### src/design/cpic_pkg.sv
// shared types, constants and token helpers for the position identifier compare block
`timescale 1ns / 1ps
package cpic_pkg;

  localparam int MaxLevels = 10;
  localparam int UidBits   = 6;
  localparam int KeyW      = 55;
  localparam int UidW      = 60;
  localparam int DepthW    = 4;
  localparam int OrderW    = 11;
  localparam int TokW      = MaxLevels;

  // one input transaction
  typedef struct packed {
    logic [KeyW-1:0]   left_keys;
    logic [UidW-1:0]   left_uids;
    logic [DepthW-1:0] left_depth;
    logic [KeyW-1:0]   right_keys;
    logic [UidW-1:0]   right_uids;
    logic [DepthW-1:0] right_depth;
  } cpic_req_t;

  // one result transaction
  typedef struct packed {
    logic signed [OrderW-1:0] order;
    logic                     same;
  } cpic_res_t;

  // what one lane found at its level
  typedef struct packed {
    logic                     hit;
    logic signed [OrderW-1:0] diff;
  } cpic_lane_t;

  // key token of a level (1-based): lvl bits starting at lvl*(lvl-1)/2
  function automatic logic [TokW-1:0] key_token(logic [KeyW-1:0] keys, int lvl);
    logic [KeyW-1:0] shifted;
    logic [TokW-1:0] mask;
    shifted = keys >> ((lvl * (lvl - 1)) / 2);
    mask    = TokW'((TokW+1)'(1) << lvl) - TokW'(1);
    return shifted[TokW-1:0] & mask;
  endfunction

  // user id of a level (1-based): UidBits wide starting at (lvl-1)*UidBits
  function automatic logic [UidBits-1:0] uid_token(logic [UidW-1:0] uids, int lvl);
    logic [UidW-1:0] shifted;
    shifted = uids >> ((lvl - 1) * UidBits);
    return shifted[UidBits-1:0];
  endfunction

endpackage

### src/design/cpic_lane.sv
// one comparison lane: key token difference first, then user id difference
`timescale 1ns / 1ps
module cpic_lane import cpic_pkg::*; (
  input  logic               active_i,
  input  logic [TokW-1:0]    left_key_i,
  input  logic [TokW-1:0]    right_key_i,
  input  logic [UidBits-1:0] left_uid_i,
  input  logic [UidBits-1:0] right_uid_i,
  output cpic_lane_t         lane_o
);

  logic signed [OrderW-1:0] key_diff;
  logic signed [OrderW-1:0] uid_diff;

  // signed differences, left minus right
  assign key_diff = $signed(OrderW'(left_key_i)) - $signed(OrderW'(right_key_i));
  assign uid_diff = $signed(OrderW'(left_uid_i)) - $signed(OrderW'(right_uid_i));

  // key decides when it differs, otherwise the user id
  always_comb begin
    lane_o.hit  = 1'b0;
    lane_o.diff = uid_diff;
    if (active_i) begin
      if (key_diff != '0) begin
        lane_o.hit  = 1'b1;
        lane_o.diff = key_diff;
      end else if (uid_diff != '0) begin
        lane_o.hit  = 1'b1;
        lane_o.diff = uid_diff;
      end
    end
  end

endmodule

### src/design/cpic_merge.sv
// merge stage: picks the lowest level that differs, else the depth difference
`timescale 1ns / 1ps
module cpic_merge import cpic_pkg::*; (
  input  cpic_lane_t               lanes_i [MaxLevels],
  input  logic signed [DepthW:0]   depth_diff_i,
  input  logic                     same_i,
  output cpic_res_t                res_o
);

  // priority select, level 1 wins
  always_comb begin
    res_o.order = OrderW'(depth_diff_i);
    res_o.same  = same_i;
    for (int i = MaxLevels - 1; i >= 0; i--) begin
      if (lanes_i[i].hit) begin
        res_o.order = lanes_i[i].diff;
      end
    end
  end

endmodule

### src/design/crdt_position_id_compare_core.sv
// top level of the position identifier compare block
// done strobe follows the start edge through the input register (loaded at the
// start edge), then the lane register, then the result register; one transaction every cycle.
// all levels are compared at once in parallel lanes, so the rate is fixed.
// busy_o stays low; reset clears the valid pipeline, no result is pending after it.
`timescale 1ns / 1ps
module crdt_position_id_compare_core import cpic_pkg::*; (
  input  logic      clk_i,
  input  logic      rst_ni,
  input  logic      start_i,
  output logic      busy_o,
  input  cpic_req_t req_i,
  output logic      done_o,
  output cpic_res_t res_o
);

  cpic_req_t              req_q;
  logic                   in_vld_q;
  cpic_lane_t             lanes_d [MaxLevels];
  cpic_lane_t             lanes_q [MaxLevels];
  logic signed [DepthW:0] depth_diff_d, depth_diff_q;
  logic                   same_d, same_q;
  logic                   lane_vld_q;
  cpic_res_t              res_d, res_q;
  logic                   done_q;
  logic [DepthW-1:0]      levels;

  assign busy_o = 1'b0;

  // valid pipeline
  always_ff @(posedge clk_i or negedge rst_ni) begin
    if (!rst_ni) begin
      in_vld_q   <= 1'b0;
      lane_vld_q <= 1'b0;
      done_q     <= 1'b0;
    end else begin
      in_vld_q   <= start_i & ~busy_o;
      lane_vld_q <= in_vld_q;
      done_q     <= lane_vld_q;
    end
  end

  // payload registers
  always_ff @(posedge clk_i) begin
    req_q        <= req_i;
    lanes_q      <= lanes_d;
    depth_diff_q <= depth_diff_d;
    same_q       <= same_d;
    res_q        <= res_d;
  end

  // number of levels to compare, capped at the word capacity
  always_comb begin
    levels = (req_q.left_depth < req_q.right_depth) ? req_q.left_depth
                                                    : req_q.right_depth;
    if (levels > DepthW'(MaxLevels)) begin
      levels = DepthW'(MaxLevels);
    end
  end

  // fallback order and exact equality
  assign depth_diff_d = $signed({1'b0, req_q.left_depth})
                      - $signed({1'b0, req_q.right_depth});
  assign same_d = (req_q.left_depth == req_q.right_depth)
               && (req_q.left_keys == req_q.right_keys)
               && (req_q.left_uids == req_q.right_uids);

  // one lane per level
  for (genvar g = 0; g < MaxLevels; g++) begin : g_lane
    cpic_lane u_lane (
      .active_i    (DepthW'(g + 1) <= levels),
      .left_key_i  (key_token(req_q.left_keys, g + 1)),
      .right_key_i (key_token(req_q.right_keys, g + 1)),
      .left_uid_i  (uid_token(req_q.left_uids, g + 1)),
      .right_uid_i (uid_token(req_q.right_uids, g + 1)),
      .lane_o      (lanes_d[g])
    );
  end

  // combine lane findings
  cpic_merge u_merge (
    .lanes_i      (lanes_q),
    .depth_diff_i (depth_diff_q),
    .same_i       (same_q),
    .res_o        (res_d)
  );

  assign done_o = done_q;
  assign res_o  = res_q;

endmodule
### config.mk
export PLATFORM = sky130hd
export DESIGN_NAME = crdt_position_id_compare_core
export DESIGN_NICKNAME = d
export VERILOG_FILES = /design/src/design/cpic_pkg.sv /design/src/design/cpic_lane.sv /design/src/design/cpic_merge.sv /design/src/design/crdt_position_id_compare_core.sv
export SDC_FILE = /design/constraint.sdc
export NUM_CORES = 1
export LEC_CHECK = 0
export BUFFER_PORTS_ARGS = -buffer_cell sky130_fd_sc_hd__buf_2
export CAP_MARGIN = 0
export CORE_MARGIN = 5
export CORE_UTILIZATION = 38
export CTS_CLUSTER_DIAMETER = 40
export CTS_CLUSTER_SIZE = 8
export DETAILED_ROUTE_END_ITERATION = 8
export PLACE_DENSITY = 0.69
export SKIP_LAST_GASP = 1
export SYNTH_ARGS = -nofsm -noshare
export SYNTH_HDL_FRONTEND = slang
export SYNTH_SLANG_ARGS = --single-unit
### constraint.sdc
create_clock -name clk_i -period 4.65 [get_ports clk_i]
set_input_delay 0.6975 -clock clk_i [delete_from_list [all_inputs] [get_ports clk_i]]
set_output_delay 0.6975 -clock clk_i [all_outputs]
set_load 0.02 [all_outputs]
==> run_results.csv <==
group,metric,value,unit
grt,grt_pass1_wl,59500,um
grt,grt_usage,18.1,%
clock_tree,cts_tree,"yes",
hold_path,min_path_type,"in2reg",
sta,hold_viol,0,
clock_tree,h-tree-depth,2,
synth,synth_most_common_cell,"dfxtp_1",
sta,fin_crit,3230,ps
synth,synth_area_leader_cell,"dfxtp_1",
power,intPower,6.45,mW
synth,synth_flop_cell,"dfxtp_1",
power,power_leakage,8.52,nW
layout,drive_above_1_share,21.0,%
die,coreArea,37500,um2
place,port_buffers,253,
power,power_frac_comb,15.1,%
detailed_routing,dr.pass1.iters,5,
synth,ys_types,72,
synth,synth_cells,1423,
grt,first_global_vias,11400,
critical_path,crit_type,"reg2reg",
grt,grt_max_degree,21,
power,peakVddDrop,0.281,mV
place,dp_slack,1530,ps
die,ios,255,
detailed_routing,routed_wirelength,38800,um
synth,synth_area_leaders,"dfxtp_1 48%, ha_1 10%, inv_1 4.6%, o21ai_0 3.3%, fa_1 2.8%",
clock_tree,clock_path_buffers,3,
power,power-per-cell-area,484,nW/um2
synth,synth_edf_count,0,
sta,setup_viol,0,
place,gp_congestion,0.885,
synth,avgSynthCellArea,10.1,um2
critical_path,worstSetupEndpointType,"flip-flop",
critical_path,worstPathArrival,3690,ps
sta,drv_slew,0,
sta,tightest_slew,983,ps
sta,rsz0062_at_grt,"no",
sta,fmaxAchievable,310,MHz
clock_tree,cts_buffers,60,
sta,holdWs,206,ps
clock_tree,post_cts_buffers,0,
die,die_y,204,um
detailed_routing,via_count,11100,
synth,ys_top_cells_by_count,"346 x dfxtp_1, 176 x inv_1, 119 x ha_1, 96 x o21ai_0, 72 x a21oi_1",
layout,fillerInstances,3486,
clock_tree,hold_buffers,1,
detailed_routing,drc_errors,0,
sta,fin_crit_sh,69.4,%
synth,syn_area,14400,um2
clock_tree,path_clk_slew,50,ps
grt,grt_overflow,0,
die,start_util,38.3,%
layout,antennaDiodeCount,0,
critical_path,cp_max_fo,9,
sta,slew_headroom,33.9,%
sta,setup_ws,1420,ps
synth,ys_seq_elements,349,
clock_tree,worstSkewPairLatency,590,ps
power,clkPwrFrac,45.3,%
layout,fin_nets,2100,
die,die-area,41800,um2
die,rows,71,
layout,area_growth,25.5,%
sta,setup_tns,0,ps
synth,async_flop_share,0.860,%
power,net-switching-power,2.28,mW
clock_tree,root_buffer,"clkbuf_16",
power,sw_frac_of_total,26.2,%
synth,synth.top_cell.area_share,48.2,%
detailed_routing,drtAntennaViolNets,0,
sta,skew,19.1,ps
grt,antenna_found_initial,2,
synth,yosysSeqAreaShare,48.7,%
synth,synth_nets,1803,
clock_tree,cts_sinks,349,
die,die_w,204,um
place,dp_hpwl,31000,um
status,outcome,"finished clean",
clock_tree,cts_resized,0,
detailed_routing,drt_iter0_markers,571,
synth,synth_warnings,0,
power,pwr-share-seq,39.6,%
detailed_routing,viasPerCell,4.90,
critical_path,cp-start-kind,"flip-flop",
critical_path,required,5120,ps
detailed_routing,avgRoutedWirePerCell,17.1,um
power,p_total,8.73,mW
job,cap_violations,0,
[cell type report]
class	instances	area (um2)	area share [%]
Sequential cell	349	7000	38.8
Inverter	176	661	3.66
Multi-Input combinational cell	879	6610	36.7
Clock inverter	18	173	0.958
Timing Repair Buffer	254	1280	7.08
Tap cell	511	639	3.55
Clock buffer	76	1660	9.22
[worst paths after layout]
path | start | to | slack [ps] | depth (start not counted)
max | req_q[1] | lanes_q[4] | 1420 | 9
min | req_i[193] | req_q[193] | 210 | 1
max reg2reg | req_q[1] | lanes_q[4] | 1420 | 9
min reg2reg | same_q | res_o[0] | 320 | 0
max in group asynchronous | rst_ni | in_vld_q | 4100 | 2
min in group asynchronous | rst_ni | lane_vld_q | 440 | 2
[registers in the layout, summed over array words and instances (netlist names)]
name	flops
depth_diff_q	5
done_o	1
in_vld_q	1
lane_vld_q	1
lanes_q	90
req_q	238
res_o	12
same_q	1
[placed cells by master (no fill, tap or decap), types with 7 or more instances in the layout]
cell         n
dfxtp_1    346
buf_2      253
inv_1      176
ha_1       119
o21ai_0     96
a21oi_1     72
clkbuf_16   61
nand2_1     59
nor2_1      54
nor2b_1     44
nand4_1     36
xor2_1      35
nand2b_1    32
mux2i_1     30
o22ai_1     29
xnor2_1     27
a21o_1      27
fa_1        20
o21a_1      16
nor3_1      16
nand3_1     15
a31oi_1     14
a211oi_1    11
nor4_1      11
mux2_2      10
clkbuf_8     8
clkbuf_1     7
[kinds of logic (layout without fill, tap and decap cells)]
family,after synthesis,count (layout),share of synthesized area (%)
DFF,349,349,48.7
AOI/OAI and AO/OA,324,324,14.3
and+or+nand+nor,311,311,11.7
buffers and inverters,195,524,5.23
adders and majority gates,139,139,13.1
xor gates and xnor gates,62,62,3.78
muxes,42,42,3.08
other,1,1,0.0261
[critical path: stages, from the launching register on]
cell and delay, ps:
dfxtp_1 420, inv_1 130, ha_1 320, nor2b_1 140, o21a_1 190, o21ai_1 330
nand3_1 200, a221oi_2 570, o31a_1 480, mux2_4 340
[metrics by stage]
step / instances / utilization, % / instance area [um2]
after detailed placement: 2168 / 43.2 / 16200
after global placement: 2168 / 43.2 / 16200
after CTS: 2263 / 48.1 / 18000
after global routing: 2263 / 48.1 / 18000
final: 2263 / 48.1 / 18000
after floorplan: 1423 / - / 14400
[metal layers]
metal / wire, um / GRT usage (%) / part of all wire (%) / vias to the layer above
met5: 0 / 0 / 0 / -
met4: 1030 / 6.70 / 2.7 / 0
met3: 2430 / 3.63 / 6.3 / 72
met2: 17700 / 29.3 / 46 / 370
met1: 17700 / 24.1 / 46 / 5119
li1: - / - / - / 5533
[power by group through the flow]
stage	Clock [mW]	Sequential [mW]	Combinational, mW
after global placement	0	3.51	1.28
after global routing	4.19	3.49	1.46
after detailed placement	0	3.51	1.30
final	3.95	3.46	1.32
after CTS	4.06	3.46	1.32
after floorplan	0	3.46	0.877
Power figures use the tool's default switching activity.
